==> src/rtl/mba_pkg.sv <==
// Shared constants, types and helper functions of the multichannel block averager.
package mba_pkg;

    localparam int MAX_CHANNELS = 64;
    localparam int SUM_WIDTH    = 28;

    localparam int CH_W        = $clog2(MAX_CHANNELS);
    localparam int SAMPLE_W    = 16;
    localparam int AVG_W       = 16;
    localparam int LEN_W       = 13;
    localparam int CHN_W       = 7;
    localparam int SCAN_W      = 12;
    localparam int CFG_W       = 13;
    localparam int CFG_IDX_W   = 2;
    localparam int DIV_CNT_W   = $clog2(SUM_WIDTH);
    localparam int REM_W       = LEN_W + 1;

    localparam logic [LEN_W-1:0]    LENGTH_LIMIT = LEN_W'(4096);
    localparam logic [SAMPLE_W-1:0] RECENTER     = 16'h8000;

    // Register indexes of the configuration port
    typedef enum logic [CFG_IDX_W-1:0] {
        REG_AVG_LEN = 2'd0,
        REG_CHANS   = 2'd1,
        REG_SHIP    = 2'd2
    } t_reg_idx;

    // Commands from the controller to the datapath
    typedef struct packed {
        logic capture;   // input transfer: latch sample, advance counters
        logic update;    // add sample to sum, write back sum (or zero at period end), load divider
        logic div_step;  // one restoring divide step
        logic out_load;  // load the output register
    } t_cmd;

    // Status from the datapath to the controller
    typedef struct packed {
        logic last_scan;
        logic ship;
        logic out_free;
    } t_sts;

    // Averaging length with zero taken as one and large values saturated
    function automatic logic [LEN_W-1:0] eff_length(input logic [LEN_W-1:0] len);
        logic [LEN_W-1:0] res;
        res = len;
        if (len == '0) begin
            res = LEN_W'(1);
        end else if (len > LENGTH_LIMIT) begin
            res = LENGTH_LIMIT;
        end
        return res;
    endfunction

    // Channel count with zero taken as one and large values saturated
    function automatic logic [CHN_W-1:0] eff_channels(input logic [CHN_W-1:0] chans);
        logic [CHN_W-1:0] res;
        res = chans;
        if (chans == '0) begin
            res = CHN_W'(1);
        end else if (chans > CHN_W'(MAX_CHANNELS)) begin
            res = CHN_W'(MAX_CHANNELS);
        end
        return res;
    endfunction

endpackage

==> src/rtl/mba_ram.sv <==
// Generic single-write, single-read RAM with registered read data.
module mba_ram #(
    parameter int WIDTH = 8,
    parameter int DEPTH = 16
) (
    input  logic                     i_clk,
    input  logic                     i_we,
    input  logic [$clog2(DEPTH)-1:0] i_waddr,
    input  logic [WIDTH-1:0]         i_wdata,
    input  logic [$clog2(DEPTH)-1:0] i_raddr,
    output logic [WIDTH-1:0]         o_rdata
);

    logic [WIDTH-1:0] r_mem [DEPTH];
    logic [WIDTH-1:0] r_rdata;

    // Write port and registered read port
    always_ff @(posedge i_clk) begin
        if (i_we) begin
            r_mem[i_waddr] <= i_wdata;
        end
        r_rdata <= r_mem[i_raddr];
    end

    assign o_rdata = r_rdata;

endmodule

==> src/rtl/mba_ctrl.sv <==
// Controller state machine: sequences capture, accumulate, divide and output.
module mba_ctrl import mba_pkg::*; (
    input  logic i_clk,
    input  logic i_rst_n,
    input  logic i_in_valid,
    output logic o_in_stall,
    output t_cmd o_cmd,
    input  t_sts i_sts
);

    typedef enum logic [1:0] {
        ST_IDLE,
        ST_ADD,
        ST_DIV,
        ST_DONE
    } t_state;

    t_state               r_state;
    logic [DIV_CNT_W-1:0] r_cnt;

    // State and step counter
    always_ff @(posedge i_clk) begin
        if (!i_rst_n) begin
            r_state <= ST_IDLE;
            r_cnt   <= '0;
        end else begin
            case (r_state)
                ST_IDLE: begin
                    if (i_in_valid) begin
                        r_state <= ST_ADD;
                    end
                end
                ST_ADD: begin
                    r_cnt <= '0;
                    if (i_sts.last_scan) begin
                        r_state <= ST_DIV;
                    end else begin
                        r_state <= ST_IDLE;
                    end
                end
                ST_DIV: begin
                    r_cnt <= r_cnt + DIV_CNT_W'(1);
                    if (r_cnt == DIV_CNT_W'(SUM_WIDTH - 1)) begin
                        r_state <= ST_DONE;
                    end
                end
                ST_DONE: begin
                    // drop the result when shipping is off, else wait for room
                    if (!i_sts.ship || i_sts.out_free) begin
                        r_state <= ST_IDLE;
                    end
                end
                default: r_state <= ST_IDLE;
            endcase
        end
    end

    // Decode commands from the state
    assign o_in_stall      = (r_state != ST_IDLE);
    assign o_cmd.capture   = (r_state == ST_IDLE) && i_in_valid;
    assign o_cmd.update    = (r_state == ST_ADD);
    assign o_cmd.div_step  = (r_state == ST_DIV);
    assign o_cmd.out_load  = (r_state == ST_DONE) && i_sts.ship && i_sts.out_free;

endmodule

==> src/rtl/mba_dp.sv <==
// Datapath: configuration, counters, channel sums, divider and output register.
module mba_dp import mba_pkg::*; (
    input  logic                 i_clk,
    input  logic                 i_rst_n,
    input  logic                 i_cfg_we,
    input  logic [CFG_IDX_W-1:0] i_cfg_idx,
    input  logic [CFG_W-1:0]     i_cfg_data,
    input  logic [SAMPLE_W-1:0]  i_raw_sample,
    input  logic                 i_out_stall,
    output logic                 o_out_valid,
    output logic [CH_W-1:0]      o_channel_index,
    output logic [AVG_W-1:0]     o_average_value,
    output logic                 o_last_of_block,
    input  t_cmd                 i_cmd,
    output t_sts                 o_sts
);

    logic [LEN_W-1:0]     r_avg_len;
    logic [CHN_W-1:0]     r_chans;
    logic                 r_ship;

    logic [CH_W-1:0]      r_pos;
    logic [SCAN_W-1:0]    r_scan;

    logic [SAMPLE_W-1:0]  r_sample;
    logic [CH_W-1:0]      r_item_pos;
    logic                 r_item_last_chan;
    logic                 r_item_last_scan;
    logic [LEN_W-1:0]     r_item_len;

    logic [MAX_CHANNELS-1:0] r_valid;

    logic [REM_W-1:0]     r_rem;
    logic [SUM_WIDTH-1:0] r_quo;

    logic                 r_out_valid;
    logic [CH_W-1:0]      r_out_ch;
    logic [AVG_W-1:0]     r_out_avg;
    logic                 r_out_last;

    logic [LEN_W-1:0]     w_len;
    logic [CHN_W-1:0]     w_chans;
    logic                 w_last_chan;
    logic                 w_last_scan;
    logic [SUM_WIDTH-1:0] w_rdata;
    logic [SUM_WIDTH-1:0] w_old_sum;
    logic [SUM_WIDTH-1:0] w_new_sum;
    logic [SUM_WIDTH-1:0] w_wdata;
    logic [REM_W-1:0]     w_trial;
    logic                 w_fits;

    // Configuration registers
    always_ff @(posedge i_clk) begin
        if (!i_rst_n) begin
            r_avg_len <= LEN_W'(1);
            r_chans   <= CHN_W'(MAX_CHANNELS);
            r_ship    <= 1'b0;
        end else if (i_cfg_we) begin
            case (i_cfg_idx)
                REG_AVG_LEN: r_avg_len <= i_cfg_data[LEN_W-1:0];
                REG_CHANS:   r_chans   <= i_cfg_data[CHN_W-1:0];
                REG_SHIP:    r_ship    <= i_cfg_data[0];
                default:     ;
            endcase
        end
    end

    // End-of-scan and end-of-period decisions for the current position
    assign w_len       = eff_length(r_avg_len);
    assign w_chans     = eff_channels(r_chans);
    assign w_last_chan = (({1'b0, r_pos} + CHN_W'(1)) >= w_chans);
    assign w_last_scan = (({1'b0, r_scan} + LEN_W'(1)) >= w_len);

    // Advance position and scan counters on each input transfer
    always_ff @(posedge i_clk) begin
        if (!i_rst_n) begin
            r_pos  <= '0;
            r_scan <= '0;
        end else if (i_cmd.capture) begin
            if (w_last_chan) begin
                r_pos <= '0;
                if (w_last_scan) begin
                    r_scan <= '0;
                end else begin
                    r_scan <= r_scan + SCAN_W'(1);
                end
            end else begin
                r_pos <= r_pos + CH_W'(1);
            end
        end
    end

    // Hold the item being worked on
    always_ff @(posedge i_clk) begin
        if (i_cmd.capture) begin
            r_sample         <= i_raw_sample ^ RECENTER;
            r_item_pos       <= r_pos;
            r_item_last_chan <= w_last_chan;
            r_item_last_scan <= w_last_scan;
            r_item_len       <= w_len;
        end
    end

    // Channel sums; an entry never written since reset reads as zero
    assign w_old_sum = r_valid[r_item_pos] ? w_rdata : '0;
    assign w_new_sum = w_old_sum + SUM_WIDTH'(r_sample);
    assign w_wdata   = r_item_last_scan ? '0 : w_new_sum;

    mba_ram #(
        .WIDTH (SUM_WIDTH),
        .DEPTH (MAX_CHANNELS)
    ) u_sums (
        .i_clk   (i_clk),
        .i_we    (i_cmd.update),
        .i_waddr (r_item_pos),
        .i_wdata (w_wdata),
        .i_raddr (r_pos),
        .o_rdata (w_rdata)
    );

    always_ff @(posedge i_clk) begin
        if (!i_rst_n) begin
            r_valid <= '0;
        end else if (i_cmd.update) begin
            r_valid[r_item_pos] <= 1'b1;
        end
    end

    // Restoring divider, one quotient bit per step
    assign w_trial = {r_rem[LEN_W-1:0], r_quo[SUM_WIDTH-1]};
    assign w_fits  = (w_trial >= {1'b0, r_item_len});

    always_ff @(posedge i_clk) begin
        if (i_cmd.update) begin
            r_rem <= '0;
            r_quo <= w_new_sum;
        end else if (i_cmd.div_step) begin
            r_rem <= w_fits ? (w_trial - {1'b0, r_item_len}) : w_trial;
            r_quo <= {r_quo[SUM_WIDTH-2:0], w_fits};
        end
    end

    // Output register: load a result, release it on transfer
    always_ff @(posedge i_clk) begin
        if (!i_rst_n) begin
            r_out_valid <= 1'b0;
        end else if (i_cmd.out_load) begin
            r_out_valid <= 1'b1;
        end else if (!i_out_stall) begin
            r_out_valid <= 1'b0;
        end
    end

    always_ff @(posedge i_clk) begin
        if (i_cmd.out_load) begin
            r_out_ch   <= r_item_pos;
            r_out_avg  <= r_quo[AVG_W-1:0];
            r_out_last <= r_item_last_chan;
        end
    end

    assign o_out_valid     = r_out_valid;
    assign o_channel_index = r_out_ch;
    assign o_average_value = r_out_avg;
    assign o_last_of_block = r_out_last;

    assign o_sts.last_scan = r_item_last_scan;
    assign o_sts.ship      = r_ship;
    assign o_sts.out_free  = !r_out_valid || !i_out_stall;

endmodule

==> src/rtl/multichannel_block_averager.sv <==
// Top level of the multichannel block averager: controller plus datapath.
// The sum is written back in the cycle after an input transfer when no result is due;
//   at period end the add, 28 divide steps and the output load follow in that order.
// The input stalls from each accepted sample until its work is done, so a new sample
//   is taken only after the last one; on the last scan this includes the divider.
// Reset (synchronous, active low) restores the register defaults, zeroes counters
//   and marks all channel sums as zero at once.
module multichannel_block_averager import mba_pkg::*; (
    input  logic                 i_clk,
    input  logic                 i_rst_n,
    input  logic                 i_cfg_we,
    input  logic [CFG_IDX_W-1:0] i_cfg_idx,
    input  logic [CFG_W-1:0]     i_cfg_data,
    input  logic                 i_in_valid,
    output logic                 o_in_stall,
    input  logic [SAMPLE_W-1:0]  i_raw_sample,
    output logic                 o_out_valid,
    input  logic                 i_out_stall,
    output logic [CH_W-1:0]      o_channel_index,
    output logic [AVG_W-1:0]     o_average_value,
    output logic                 o_last_of_block
);

    t_cmd w_cmd;
    t_sts w_sts;

    mba_ctrl u_ctrl (
        .i_clk      (i_clk),
        .i_rst_n    (i_rst_n),
        .i_in_valid (i_in_valid),
        .o_in_stall (o_in_stall),
        .o_cmd      (w_cmd),
        .i_sts      (w_sts)
    );

    mba_dp u_dp (
        .i_clk           (i_clk),
        .i_rst_n         (i_rst_n),
        .i_cfg_we        (i_cfg_we),
        .i_cfg_idx       (i_cfg_idx),
        .i_cfg_data      (i_cfg_data),
        .i_raw_sample    (i_raw_sample),
        .i_out_stall     (i_out_stall),
        .o_out_valid     (o_out_valid),
        .o_channel_index (o_channel_index),
        .o_average_value (o_average_value),
        .o_last_of_block (o_last_of_block),
        .i_cmd           (w_cmd),
        .o_sts           (w_sts)
    );

endmodule

==> config.mk <==
export PLATFORM = sky130hd
export DESIGN_NAME = multichannel_block_averager
export DESIGN_NICKNAME = d
export VERILOG_FILES = /design/src/rtl/mba_pkg.sv /design/src/rtl/mba_ram.sv /design/src/rtl/mba_ctrl.sv /design/src/rtl/mba_dp.sv /design/src/rtl/multichannel_block_averager.sv
export SDC_FILE = /design/constraint.sdc
export NUM_CORES = 2
export LEC_CHECK = 0
export BUFFER_PORTS_ARGS = -buffer_cell sky130_fd_sc_hd__buf_2
export CORE_ASPECT_RATIO = 0.75
export CORE_MARGIN = 1
export CORE_UTILIZATION = 40
export CTS_CLUSTER_DIAMETER = 100
export DETAILED_ROUTE_END_ITERATION = 6
export GPL_ROUTABILITY_DRIVEN = 0
export PLACE_DENSITY = 0.61
export SETUP_SLACK_MARGIN = 0.2
export SKIP_LAST_GASP = 1
export SLEW_MARGIN = 20
export SYNTH_ARGS = -nofsm -noshare
export SYNTH_HDL_FRONTEND = slang
export SYNTH_SLANG_ARGS = --single-unit
export TNS_END_PERCENT = 20
==> constraint.sdc <==
create_clock -name i_clk -period 7.57 [get_ports i_clk]
set_input_delay 0.3785 -clock i_clk [delete_from_list [all_inputs] [get_ports i_clk]]
set_output_delay 0.3785 -clock i_clk [all_outputs]
set_load 0.02 [all_outputs]
==> flow_summary.toml <==
[worst_setup_path]
critical_path_class = "register to register"
cp.depth = 17
crit_chain = "buf_4, mux2_2, a221oi_1, o22ai_1, a211o_1, nor3_2, buf_4, nor2b_1, ha_1, a211oi_1, o21ai_1, a2111oi_0, or3b_1, nand2_1, xnor2_1, nor2_4, buf_4"
cpLargestDelayFamily = "compound AO/OA/AOI/OAI gates"
ff2ff_path_depth = 17
cp_max_fo = 33
path_common_cell = "buf_4"
critPathCaptureType = "register"
crit_arrival_ns = 6.90
critPathBufInv = 3
slowest_stage = "edfxtp_1"
crit_required_ns = 8.18
slowest_delay_ns = 0.81
cp-start-kind = "register"

[global_route]
grt_pass1_wl_mm = 307
grt-ovfl-total = 0
antenna_found_initial = 19
gr-usage-all-layers = 0.221
grt_pass1_vias = 38600
grt_max_degree = 121

[placement]
io_buffers = 60
dp_slack_ns = 1.13
post-dp-hpwl_mm = 125

[clocking]
htree_levels = 4
hold_buffers = 42
clkSinkCount = 2032
clock_latency_ns = 0.85
cts_buffer_depth = 4
cts_tree = "done"
cts_made_buffers = 188
cts_setup_buffers = 0
cts_root_buf = "clkbuf_16"
clkTransAtPathRegs_ns = 0.07
ctsResizeCount = 0

[timing]
worst_slew_pin_slew_ns = 1.25
rsz0062_at_grt = "no"
fin_tns_setup_ns = 0
hold_violations = 0
max_slew_margin = 0.166
finalSetupViolations = 0
max_freq_mhz = 159
finClkSkew_ns = 0.0524
slew_violations = 0
setup_slack_ns = 1.28
period_share = 0.831
finalCriticalPeriod_ns = 6.29

[logic_synthesis]
synth_edf_count = 1880
synth_compound_area_frac = 0.0233
synth_nets = 3787
netlist_instances = 3692
synth_seq_cells = 2032
ys_warn_count = 0
syn_area_sq_mm = 0.0792
synth_simple_gate_area_frac = 0.0240
synth_top_family_by_area = "multiplexers"
synth_xor_area_frac = 0.00431
synth_adder_area_share = 0.00951
yosysUniqueCellTypes = 66
synthMuxAreaShare = 0.174
ys.flop_type = "edfxtp_1"
ys_async_sr_fraction = 0
synth-seq-area-share = 0.751
syn-mean-instance-area_sq_um = 21.5

[pwr]
power_density_mw_per_mm2 = 265
ir_drop_mv = 0.211
p_leak_nw = 28.4
p_total_w = 0.0239

[drt]
vias = 40000
dr.pass1.iters = 6
drt-initial-drc-count = 6082
drc = 0
postRouteAntennaNets = 0
routed_wirelength_mm = 222
wl_per_cell_um = 33.1
avgViaCountPerCell = 5.96

[layout]
finish.utilization = 0.458
nFillCells = 16400
drive_above_1_share = 0.285
fin_nets = 4029
area_growth_pct = 13.8

[floorplanning]
io_pins = 61
coreArea_sq_mm = 0.197
die-width_um = 516
start_util = 0.402
rows = 141
dieArea_sq_mm = 0.200
die_h_um = 387

[worst_hold_path]
hp-class = "input port to register"
whs_path_depth = 5

[flow_run]
cap_violations = 0

[run_status]
outcome = "completed"
[registers in the layout, indices dropped and copies added, names as in the netlist, 16 cells and up, named ones only]
signal                flops
u_dp.r_sample            16
u_dp.r_valid             64
u_dp.r_quo               28
u_dp.o_average_value     16
u_dp.u_sums.r_mem      1792
u_dp.u_sums.o_rdata      28
[worst min-delay path, cell delays in order]
cell	delay (ns)
buf_2	0.12
nor3b_1	0.14
buf_4	0.17
nand2_1	0.06
a21boi_0	0.07
[placed cells by master, fill, tap and decap left out, types with 8 or more instances in the layout]
cell and instances:
a21boi_0 21, a21oi_1 44, a311oi_1 11, and3_1 13, buf_12 8, buf_2 59, buf_4 118, bufinv_16 10
clkbuf_1 38, clkbuf_16 190, clkbuf_8 17, clkinv_1 26, clkinv_2 34, dfxtp_1 146, dlygate4sd3_1 42, edfxtp_1 1880
ha_1 55, inv_1 75, mux2i_1 28, mux4_2 598, nand2_1 108, nand3_1 34, nand4_1 12, nor2_1 58
nor2_4 87, nor2b_1 31, nor3_1 12, o21a_1 71, o21ai_0 31, o22ai_1 17, xnor2_1 21, xor2_1 18
[metrics by stage]
| stage | instance area [sq um] | hold slack [ns] | instances |
|---|---|---|---|
| 2_1_floorplan | 79200 | 0.400 | 3692 |
| 3_3_place_gp | 83800 | 0.440 | 6340 |
| 3_5_place_dp | 83900 | 0.448 | 6344 |
| 4_1_cts | 90100 | 0.119 | 6712 |
| 5_1_grt | 90100 | 0.184 | 6715 |
| 6_report | 90100 | 0.180 | 6716 |
[cell type report]
cell class	instances	area (sq um)	area share
sequential	2032	59500	0.660
multi-input combinational	1406	19400	0.215
clock buffer	246	5140	0.0570
tap	2645	3310	0.0367
timing repair buffer	232	1890	0.0209
clock inverter	80	649	0.00720
inverter	74	278	0.00308
antenna	1	2.50	0.0000278
[synthesized netlist by cell type (all sizes together) (7+ instances only)]
| library cell | count | area, sq um |
|---|---|---|
| nand4 | 12 | 75.1 |
| nor2 | 146 | 548 |
| edfxtp | 1880 | 56500 |
| xnor2 | 21 | 184 |
| a21oi | 45 | 225 |
| mux2i | 28 | 280 |
| o21ai | 37 | 185 |
| dfxtp | 152 | 3040 |
| o22ai | 17 | 106 |
| ha | 57 | 713 |
| a311oi | 11 | 96.3 |
| and3 | 13 | 81.3 |
| nand3 | 34 | 170 |
| buf | 68 | 384 |
| a31oi | 7 | 43.8 |
| o21a | 71 | 533 |
| inv | 74 | 278 |
| mux4 | 598 | 13500 |
| nand2 | 108 | 405 |
| nand4b | 7 | 61.3 |
| a21boi | 25 | 188 |
| xor2 | 18 | 158 |
| clkbuf | 112 | 420 |
| nor2b | 33 | 206 |
| a211oi | 7 | 52.6 |
| nor3 | 15 | 80.1 |
[cell families after synthesis]
family | count (synthesis)
and+or+nand+nor | 407
buffers and inverters | 254
xor gates and xnor gates | 39
DFF | 2032
AOI/OAI and AO/OA | 269
muxes | 632
adders and majority gates | 59
[per-layer routing]
metal | vias to the layer above | GRT usage | routed length, um
li1 | 15900 | - | -
met1 | 21600 | 0.333 | 94300
met2 | 2204 | 0.313 | 96000
met3 | 352 | 0.0615 | 25600
met4 | 16 | 0.0621 | 6430
met5 | - | 0 | 128
[where the power goes]
part / switching [W] / internal, W / leakage, nW
logic: 0.00121 / 0.000854 / 6.69
clock network: 0.00407 / 0.00510 / 2.87
registers: 0.000160 / 0.0125 / 18.9
total: 0.00544 / 0.0185 / 28.4
[worst paths after layout]
| kind | slack (ns) | endpoint | from |
|---|---|---|---|
| hold / removal | 0.18 | u_dp.r_avg_len[10] | i_cfg_we |
| setup reg to reg | 1.28 | u_dp.u_sums.r_mem[58][17] | u_dp.r_item_pos[2] |
| hold reg to reg | 0.47 | u_dp.r_valid[19] | u_dp.r_valid[19] |
| setup / recovery | 1.28 | u_dp.u_sums.r_mem[58][17] | u_dp.r_item_pos[2] |
Note: power is estimated with default switching activity, not from simulation.
